**src/slcg_pkg.sv**
```systemverilog
`timescale 1ns / 1ps
`default_nettype none

package slcg_pkg;

	localparam int unsigned VAL_W       = 20;
	localparam int unsigned SEED_W      = 24;
	localparam int unsigned LCG_MOD     = 714025;
	localparam int unsigned LCG_MUL     = 1366;
	localparam int unsigned LCG_INC     = 150889;
	localparam int unsigned TABLE_DEPTH = 97;
	localparam int unsigned TBL_AW      = $clog2(TABLE_DEPTH);
	localparam int unsigned FILL_CW     = $clog2(TABLE_DEPTH + 1);

	// operand of the constant divider and its quotient
	localparam int unsigned V_W       = 31;
	localparam int unsigned Q_W       = 12;
	localparam int unsigned RECIP_SH  = 50;
	localparam logic [V_W-1:0] LCG_RECIP = V_W'((64'd1 << RECIP_SH) / 64'(LCG_MOD));

	typedef enum logic [1:0] {
		MP_STEP,
		MP_SEED,
		MP_SLOT
	} mp_mode_t;

	typedef struct packed {
		logic              valid;
		mp_mode_t          mode;
		logic [SEED_W-1:0] opnd;
	} mp_req_t;

	typedef struct packed {
		logic             valid;
		logic [Q_W-1:0]   quo;
		logic [VAL_W-1:0] rem;
	} mp_rsp_t;

endpackage

`default_nettype wire

```
**src/shuffled_lcg_random_source_core.sv**
```systemverilog
`timescale 1ns / 1ps
`default_nettype none

// channel  direction  signals                          word
// cfg      in         cfg_valid cfg_ready cfg_data      seed, 24 bits
// in       in         in_valid in_ready kind modulus   kind 1 bit, modulus 20 bits
// out      out        out_valid out_ready raw_value    raw 20 bits, reduced 20 bits
//                     reduced_value
//
// a draw holds in_ready low until its result is loaded into the output register,
// through the one-bit-a-cycle remainder unit, which a zero modulus skips
// a restart runs 98 generator steps, one at a time, through the 4-stage mod
// 714025 pipeline, plus the seed reduction; no result
// after reset the block runs a restart from seed 1 before in_ready rises
// a held output word does not stop input; a finished draw waits for the slot

module shuffled_lcg_random_source_core (
	input  wire                          clk,
	input  wire                          arst_n,
	input  wire                          cfg_valid,
	output logic                         cfg_ready,
	input  wire  [slcg_pkg::SEED_W-1:0]  cfg_data,
	input  wire                          in_valid,
	output logic                         in_ready,
	input  wire                          kind,
	input  wire  [slcg_pkg::VAL_W-1:0]   modulus,
	output logic                         out_valid,
	input  wire                          out_ready,
	output logic [slcg_pkg::VAL_W-1:0]   raw_value,
	output logic [slcg_pkg::VAL_W-1:0]   reduced_value
);
	import slcg_pkg::*;

	typedef enum logic [3:0] {
		ST_SEED,
		ST_SEED_WAIT,
		ST_FILL_ISSUE,
		ST_FILL_WAIT,
		ST_IDLE,
		ST_SLOT_ISSUE,
		ST_SLOT_WAIT,
		ST_READ,
		ST_RDATA,
		ST_STEP_WAIT,
		ST_DIV_WAIT
	} state_t;

	state_t              state_q;
	logic [SEED_W-1:0]   seed_q;
	logic [VAL_W-1:0]    mixer_q, selector_q, mod_q, raw_q;
	logic [FILL_CW-1:0]  fill_q;
	logic [TBL_AW-1:0]   slot_q;
	logic                out_valid_q;
	logic [VAL_W-1:0]    out_raw_q, out_red_q;

	logic [VAL_W-1:0]    tbl_mem [TABLE_DEPTH];
	logic [VAL_W-1:0]    rd_data_q;
	logic                wr_en;
	logic [TBL_AW-1:0]   wr_addr;

	mp_req_t             mp_req;
	mp_rsp_t             mp_rsp;
	logic                div_start, div_busy;
	logic [VAL_W-1:0]    div_rem;
	logic                in_acc, out_load, fill_done;

	assign cfg_ready = 1'b1;
	assign in_ready  = (state_q == ST_IDLE);
	assign in_acc    = in_valid && in_ready;
	assign fill_done = (fill_q == FILL_CW'(TABLE_DEPTH));
	assign out_load  = (state_q == ST_DIV_WAIT) && !div_busy && (!out_valid_q || out_ready);
	assign div_start = (state_q == ST_RDATA);

	always_comb begin
		mp_req.valid = 1'b0;
		mp_req.mode  = MP_STEP;
		mp_req.opnd  = SEED_W'(mixer_q);
		unique case (state_q)
			ST_SEED: begin
				mp_req.valid = 1'b1;
				mp_req.mode  = MP_SEED;
				mp_req.opnd  = seed_q;
			end
			ST_FILL_ISSUE: begin
				mp_req.valid = 1'b1;
			end
			ST_SLOT_ISSUE: begin
				mp_req.valid = 1'b1;
				mp_req.mode  = MP_SLOT;
				mp_req.opnd  = SEED_W'(selector_q);
			end
			// next generator value goes in as the slot comes out
			ST_SLOT_WAIT: begin
				mp_req.valid = mp_rsp.valid;
			end
			default: begin
			end
		endcase
	end

	always_comb begin
		wr_en   = 1'b0;
		wr_addr = slot_q;
		if (state_q == ST_FILL_WAIT) begin
			wr_en   = mp_rsp.valid && !fill_done;
			wr_addr = fill_q[TBL_AW-1:0];
		end else if (state_q == ST_STEP_WAIT) begin
			wr_en   = mp_rsp.valid;
		end
	end

	always_ff @(posedge clk) begin
		if (wr_en) begin
			tbl_mem[wr_addr] <= mp_rsp.rem;
		end
		rd_data_q <= tbl_mem[slot_q];
	end

	slcg_mod_pipe u_mod_pipe (
		.clk    (clk),
		.arst_n (arst_n),
		.req    (mp_req),
		.rsp    (mp_rsp)
	);

	// the table word is taken straight from the read register as the divide starts
	slcg_rem_div u_rem_div (
		.clk       (clk),
		.arst_n    (arst_n),
		.start     (div_start),
		.dividend  (rd_data_q),
		.divisor   (mod_q),
		.busy      (div_busy),
		.remainder (div_rem)
	);

	always_ff @(posedge clk or negedge arst_n) begin
		if (!arst_n) begin
			state_q     <= ST_SEED;
			seed_q      <= SEED_W'(1);
			fill_q      <= '0;
			out_valid_q <= 1'b0;
		end else begin
			if (cfg_valid && cfg_ready) begin
				seed_q <= cfg_data;
			end
			if (out_load) begin
				out_valid_q <= 1'b1;
			end else if (out_ready) begin
				out_valid_q <= 1'b0;
			end
			unique case (state_q)
				ST_SEED: begin
					fill_q  <= '0;
					state_q <= ST_SEED_WAIT;
				end
				ST_SEED_WAIT: begin
					if (mp_rsp.valid) begin
						state_q <= ST_FILL_ISSUE;
					end
				end
				ST_FILL_ISSUE: begin
					state_q <= ST_FILL_WAIT;
				end
				ST_FILL_WAIT: begin
					if (mp_rsp.valid) begin
						if (fill_done) begin
							state_q <= ST_IDLE;
						end else begin
							fill_q  <= fill_q + FILL_CW'(1);
							state_q <= ST_FILL_ISSUE;
						end
					end
				end
				ST_IDLE: begin
					if (in_acc) begin
						state_q <= kind ? ST_SEED : ST_SLOT_ISSUE;
					end
				end
				ST_SLOT_ISSUE: begin
					state_q <= ST_SLOT_WAIT;
				end
				ST_SLOT_WAIT: begin
					if (mp_rsp.valid) begin
						state_q <= ST_READ;
					end
				end
				ST_READ: begin
					state_q <= ST_RDATA;
				end
				ST_RDATA: begin
					state_q <= ST_STEP_WAIT;
				end
				ST_STEP_WAIT: begin
					if (mp_rsp.valid) begin
						state_q <= ST_DIV_WAIT;
					end
				end
				ST_DIV_WAIT: begin
					if (out_load) begin
						state_q <= ST_IDLE;
					end
				end
				default: begin
					state_q <= ST_SEED;
				end
			endcase
		end
	end

	always_ff @(posedge clk) begin
		if (state_q == ST_IDLE && in_acc) begin
			mod_q <= modulus;
		end
		if (mp_rsp.valid && (state_q == ST_SEED_WAIT || state_q == ST_FILL_WAIT ||
				state_q == ST_STEP_WAIT)) begin
			mixer_q <= mp_rsp.rem;
		end
		if (state_q == ST_FILL_WAIT && mp_rsp.valid && fill_done) begin
			selector_q <= mp_rsp.rem;
		end
		if (state_q == ST_SLOT_WAIT && mp_rsp.valid) begin
			slot_q <= (mp_rsp.quo >= Q_W'(TABLE_DEPTH)) ? TBL_AW'(TABLE_DEPTH - 1)
				: mp_rsp.quo[TBL_AW-1:0];
		end
		if (state_q == ST_RDATA) begin
			raw_q      <= rd_data_q;
			selector_q <= rd_data_q;
		end
		if (out_load) begin
			out_raw_q <= raw_q;
			out_red_q <= div_rem;
		end
	end

	assign out_valid     = out_valid_q;
	assign raw_value     = out_raw_q;
	assign reduced_value = out_red_q;

endmodule

`default_nettype wire

```
**src/slcg_mod_pipe.sv**
```systemverilog
`timescale 1ns / 1ps
`default_nettype none

module slcg_mod_pipe (
	input  wire                 clk,
	input  wire                 arst_n,
	input  slcg_pkg::mp_req_t   req,
	output slcg_pkg::mp_rsp_t   rsp
);
	import slcg_pkg::*;

	logic                 vld_s1, vld_s2, vld_s3, vld_s4;
	logic [V_W-1:0]       v_s1, v_s2, v_s3;
	logic [Q_W-1:0]       q_s2, q_s3, q_s4;
	logic [Q_W+VAL_W-1:0] p_s3;
	logic [VAL_W-1:0]     r_s4;
	logic [V_W-1:0]       v_in;
	logic [2*V_W-1:0]     recip_prod;
	logic [V_W-1:0]       diff;

	always_comb begin
		unique case (req.mode)
			MP_STEP: v_in = V_W'(req.opnd[VAL_W-1:0]) * V_W'(LCG_MUL) + V_W'(LCG_INC);
			MP_SEED: v_in = V_W'(req.opnd) + V_W'(LCG_INC + 1);
			MP_SLOT: v_in = V_W'(req.opnd[VAL_W-1:0]) * V_W'(TABLE_DEPTH);
			default: v_in = '0;
		endcase
	end

	// quotient estimate by reciprocal, low by at most one
	assign recip_prod = (2*V_W)'(v_s1) * (2*V_W)'(LCG_RECIP);
	assign diff       = v_s3 - V_W'(p_s3);

	always_ff @(posedge clk or negedge arst_n) begin
		if (!arst_n) begin
			vld_s1 <= 1'b0;
			vld_s2 <= 1'b0;
			vld_s3 <= 1'b0;
			vld_s4 <= 1'b0;
		end else begin
			vld_s1 <= req.valid;
			vld_s2 <= vld_s1;
			vld_s3 <= vld_s2;
			vld_s4 <= vld_s3;
		end
	end

	always_ff @(posedge clk) begin
		v_s1 <= v_in;
		v_s2 <= v_s1;
		q_s2 <= recip_prod[RECIP_SH +: Q_W];
		v_s3 <= v_s2;
		q_s3 <= q_s2;
		p_s3 <= (Q_W+VAL_W)'(q_s2) * (Q_W+VAL_W)'(LCG_MOD);
		if (diff >= V_W'(LCG_MOD)) begin
			r_s4 <= VAL_W'(diff - V_W'(LCG_MOD));
			q_s4 <= q_s3 + Q_W'(1);
		end else begin
			r_s4 <= VAL_W'(diff);
			q_s4 <= q_s3;
		end
	end

	assign rsp.valid = vld_s4;
	assign rsp.quo   = q_s4;
	assign rsp.rem   = r_s4;

endmodule

`default_nettype wire

```
**src/slcg_rem_div.sv**
```systemverilog
`timescale 1ns / 1ps
`default_nettype none

module slcg_rem_div (
	input  wire                         clk,
	input  wire                         arst_n,
	input  wire                         start,
	input  wire  [slcg_pkg::VAL_W-1:0]  dividend,
	input  wire  [slcg_pkg::VAL_W-1:0]  divisor,
	output logic                        busy,
	output logic [slcg_pkg::VAL_W-1:0]  remainder
);
	import slcg_pkg::*;

	localparam int unsigned CNT_W = $clog2(VAL_W);

	logic             busy_q;
	logic [CNT_W-1:0] cnt_q;
	logic [VAL_W-1:0] dvd_q, dsr_q, rem_q;
	logic [VAL_W:0]   trial;

	assign trial = {rem_q, dvd_q[VAL_W-1]};

	always_ff @(posedge clk or negedge arst_n) begin
		if (!arst_n) begin
			busy_q <= 1'b0;
			cnt_q  <= '0;
		end else if (start) begin
			// zero divisor leaves the value unreduced
			busy_q <= (divisor != '0);
			cnt_q  <= CNT_W'(VAL_W - 1);
		end else if (busy_q) begin
			cnt_q <= cnt_q - CNT_W'(1);
			if (cnt_q == '0) begin
				busy_q <= 1'b0;
			end
		end
	end

	// restoring remainder, one dividend bit a cycle
	always_ff @(posedge clk) begin
		if (start) begin
			dvd_q <= dividend;
			dsr_q <= divisor;
			rem_q <= (divisor == '0) ? dividend : '0;
		end else if (busy_q) begin
			dvd_q <= {dvd_q[VAL_W-2:0], 1'b0};
			if (trial >= {1'b0, dsr_q}) begin
				rem_q <= VAL_W'(trial - {1'b0, dsr_q});
			end else begin
				rem_q <= VAL_W'(trial);
			end
		end
	end

	assign busy      = busy_q;
	assign remainder = rem_q;

endmodule

`default_nettype wire

```
**config.mk**
```make
export PLATFORM = sky130hd
export DESIGN_NAME = shuffled_lcg_random_source_core
export DESIGN_NICKNAME = d
export VERILOG_FILES = /design/src/slcg_pkg.sv /design/src/shuffled_lcg_random_source_core.sv /design/src/slcg_mod_pipe.sv /design/src/slcg_rem_div.sv
export SDC_FILE = /design/constraint.sdc
export NUM_CORES = 2
export LEC_CHECK = 0
export BUFFER_PORTS_ARGS = -buffer_cell sky130_fd_sc_hd__buf_2
export CAP_MARGIN = 20
export CORE_ASPECT_RATIO = 0.9
export CORE_MARGIN = 2
export CORE_UTILIZATION = 55
export DETAILED_ROUTE_END_ITERATION = 12
export GPL_TIMING_DRIVEN = 0
export PLACE_DENSITY = 0.71
export SLEW_MARGIN = 10
export SYNTH_ARGS = -nofsm -noshare
export SYNTH_HDL_FRONTEND = slang
export SYNTH_SLANG_ARGS = --single-unit
```
**constraint.sdc**
```tcl
create_clock -name clk -period 21.9 [get_ports clk]
set_input_delay 3.285 -clock clk [delete_from_list [all_inputs] [get_ports clk]]
set_output_delay 3.285 -clock clk [all_outputs]
set_load 0.02 [all_outputs]
```
==> out/qor.yml <==
final-seq-area_um2: 69000
place_congestion: 0.921
ant_nets: 0
max_cap_viol_count: 0
drt_iter0_drc: 7894
worstHoldPathCells: 0
dp_slack_ns: 12.21
setup_violations: 0
synthFlopType: "edfxtp_1"
tns_ns: 0
required_ns: 22.57
worstMarginPinSlew_ns: 1.16
clk_path_buf_depth: 3
post-dp-hpwl_mm: 212
avgSynthCellArea_um2: 16.4
worstPathMaxFanout: 10
path_clk_slew_ns: 0.07
ctsRootBufferMaster: "clkbuf_16"
multiInputGateArea_um2: 45300
syn-num-nets: 8474
ys_seq_area_frac: 0.584
coreArea_um2: 214000
fin_crit_ns: 9.84
relSlewSlack: 0.228
dieArea_um2: 219000
async_reset_ff_frac: 0.0194
synth_area_leaders: "edfxtp_1, mux4_2, fa_1, ha_1, dfxtp_1"
grt_max_degree: 90
port_buffers: 90
die_h_um: 444
firstDrtPassIters: 6
clock_latency_ns: 0.89
cp-start-kind: "flip-flop"
ys.warnings.count: 0
syn_to_final_growth_pct: 11.5
hold_violations: 0
initial_core_util: 0.553
synthCells: 7186
cts_tree: "done"
finalMaxSlewViolations: 0
path_depth: 31
postCtsResizedCells: 0
postCtsHoldBufs: 0
cp_common_cell: "clkbuf_1"
synth_edf_count: 2127
drc: 0
arrival_ns: 10.51
grt_remaining_overflow: 0
routed_via_density: 6.12
status: "finished clean"
crit_family: "buffers and inverters"
synth_top_cell_area_share: 0.541
grt_usage: 0.276
synth_seq_cells: 2370
drt-total-wl_mm: 299
die_w_um: 493
post_cts_buffers: 0
cts_buffers: 218
num_vias: 65100
rsz0062_at_grt: "no"
grt_pass1_wl_mm: 439
critPathMaxStageDelay_ns: 0.65
critPathCaptureType: "flip-flop"
cp_num_buf_inv: 9
slowest_stage: "clkbuf_1"
synth.distinct_cells: 98
placementRows: 161
synth_top_area_cell: "edfxtp_1"
hp-class: "flip-flop to flip-flop"
fin_nets: 8891
grt_pass1_vias: 65700
syn_area_um2: 118000
cts_max_level: 4
layout-drive-gt1-share: 0.175
finClkSkew_ns: 0.0904
clock_sinks: 2370
path_class: "flip-flop to flip-flop"
min_period_over_period: 0.449
ios: 93
max_freq_mhz: 102
rr_worst_depth: 31
worst_slack_ns: 12.06
antenna_found_initial: 11
final.fill_count: 15300
wire_per_inst_um: 28.2
## cell usage in the layout, fill, tap and decap left out, types with 34 or more instances in the layout
| cell type | count |
|---|---|
| clkinv_1 | 34 |
| nand2_1 | 299 |
| dfrtp_1 | 45 |
| inv_1 | 955 |
| clkbuf_16 | 219 |
| nor2_4 | 46 |
| a21o_1 | 62 |
| ha_1 | 662 |
| o21ai_0 | 146 |
| dfxtp_1 | 177 |
| nor3_1 | 37 |
| clkinv_2 | 40 |
| nand3_1 | 67 |
| nor2_2 | 51 |
| fa_1 | 576 |
| buf_1 | 65 |
| xor2_1 | 59 |
| a21oi_1 | 156 |
| edfxtp_1 | 2127 |
| mux2_2 | 46 |
| nor2_1 | 118 |
| buf_8 | 51 |
| xnor2_1 | 134 |
| buf_2 | 100 |
| mux4_2 | 620 |
| clkbuf_1 | 186 |
## synthesized netlist by cell type, drive strengths merged (59+ instances only)
| library cell | instances |
|---|---|
| edfxtp | 2127 |
| inv | 955 |
| ha | 662 |
| mux4 | 620 |
| fa | 576 |
| nand2 | 299 |
| nor2 | 215 |
| dfxtp | 197 |
| a21oi | 158 |
| o21ai | 153 |
| clkbuf | 138 |
| xnor2 | 134 |
| buf | 80 |
| nand3 | 73 |
| a21o | 62 |
| xor2 | 59 |
## state kept, by name, summed over array words and instances (netlist names), 24 cells and up
name,flops
tbl_mem,1940
u_mod_pipe.v_s1,31
seed_q,24
u_mod_pipe.v_s2,31
u_mod_pipe.v_s3,31
u_mod_pipe.p_s3,28
## stage by stage
| stage | hold slack [ns] | cell area, µm² | std cells | util |
|---|---|---|---|---|
| final | 0.321 | 132000 | 10600 | 0.616 |
| after global routing | 0.328 | 132000 | 10600 | 0.616 |
| after CTS | 0.324 | 131000 | 10600 | 0.615 |
| after detailed placement | 0.312 | 124000 | 10200 | 0.582 |
| after global placement | 0.313 | 122000 | 10100 | 0.572 |
| after floorplan | 0.310 | 118000 | 7186 | - |
## cells by family (layout without fill, tap and decap cells)
logic type,after synthesis,after routing,share of synthesized area
AO/OA/AOI/OAI,652,652,0.0368
XOR/XNOR,193,193,0.0143
adder cells (fa/ha/maj),1238,1238,0.168
buffers and inverters,1175,1771,0.0376
flip-flops,2370,2370,0.584
multiplexers,699,699,0.125
other,1,3,0.0000317
AND/OR/NAND/NOR,858,858,0.0343
## worst register-to-register path: cells and delay by family (launching register included)
family	cells	cell delay (ns)
xor+xnor	3	0.53
flops	1	0.34
fa+ha+maj	6	2.22
compound gates	5	1.37
buf+inv	9	2.91
simple gates	8	2.30
## metal layers
metal / GRT usage / part of all wire / vias to the layer above / wire, µm
met4: 0.0919 / 0.036 / 4 / 10800
li1: - / - / 27600 / -
met2: 0.434 / 0.47 / 3112 / 142000
met5: 0 / 0.000073 / - / 22
met1: 0.392 / 0.40 / 33900 / 119000
met3: 0.0524 / 0.092 / 477 / 27400
## worst paths after layout
check | from | to | slack (ns)
worst min register to register | u_mod_pipe.v_s2[2] | u_mod_pipe.v_s3[2] | 0.32
max in group asynchronous | arst_n | u_rem_div.cnt_q[0] | 18.82
worst min-delay path | u_mod_pipe.v_s2[2] | u_mod_pipe.v_s3[2] | 0.32
min in group asynchronous | arst_n | seed_q[20] | 2.46
worst max register to register | state_q[3] | u_mod_pipe.v_s1[30] | 12.06
worst max-delay path | state_q[3] | u_mod_pipe.v_s1[30] | 12.06
## final cells by class
cell class,instances,share of cell area
Antenna cell,2,0.0000380
Buffer,218,0.00652
Clock buffer,282,0.0442
Clock inverter,117,0.0102
Inverter,957,0.0273
Multi-Input combinational cell,3641,0.344
Sequential cell,2370,0.524
Tap cell,2852,0.0271
Timing Repair Buffer,197,0.0170
Power is not shown: default switching activity piles up to over one toggle a cycle in this logic, so the estimate is an artifact.
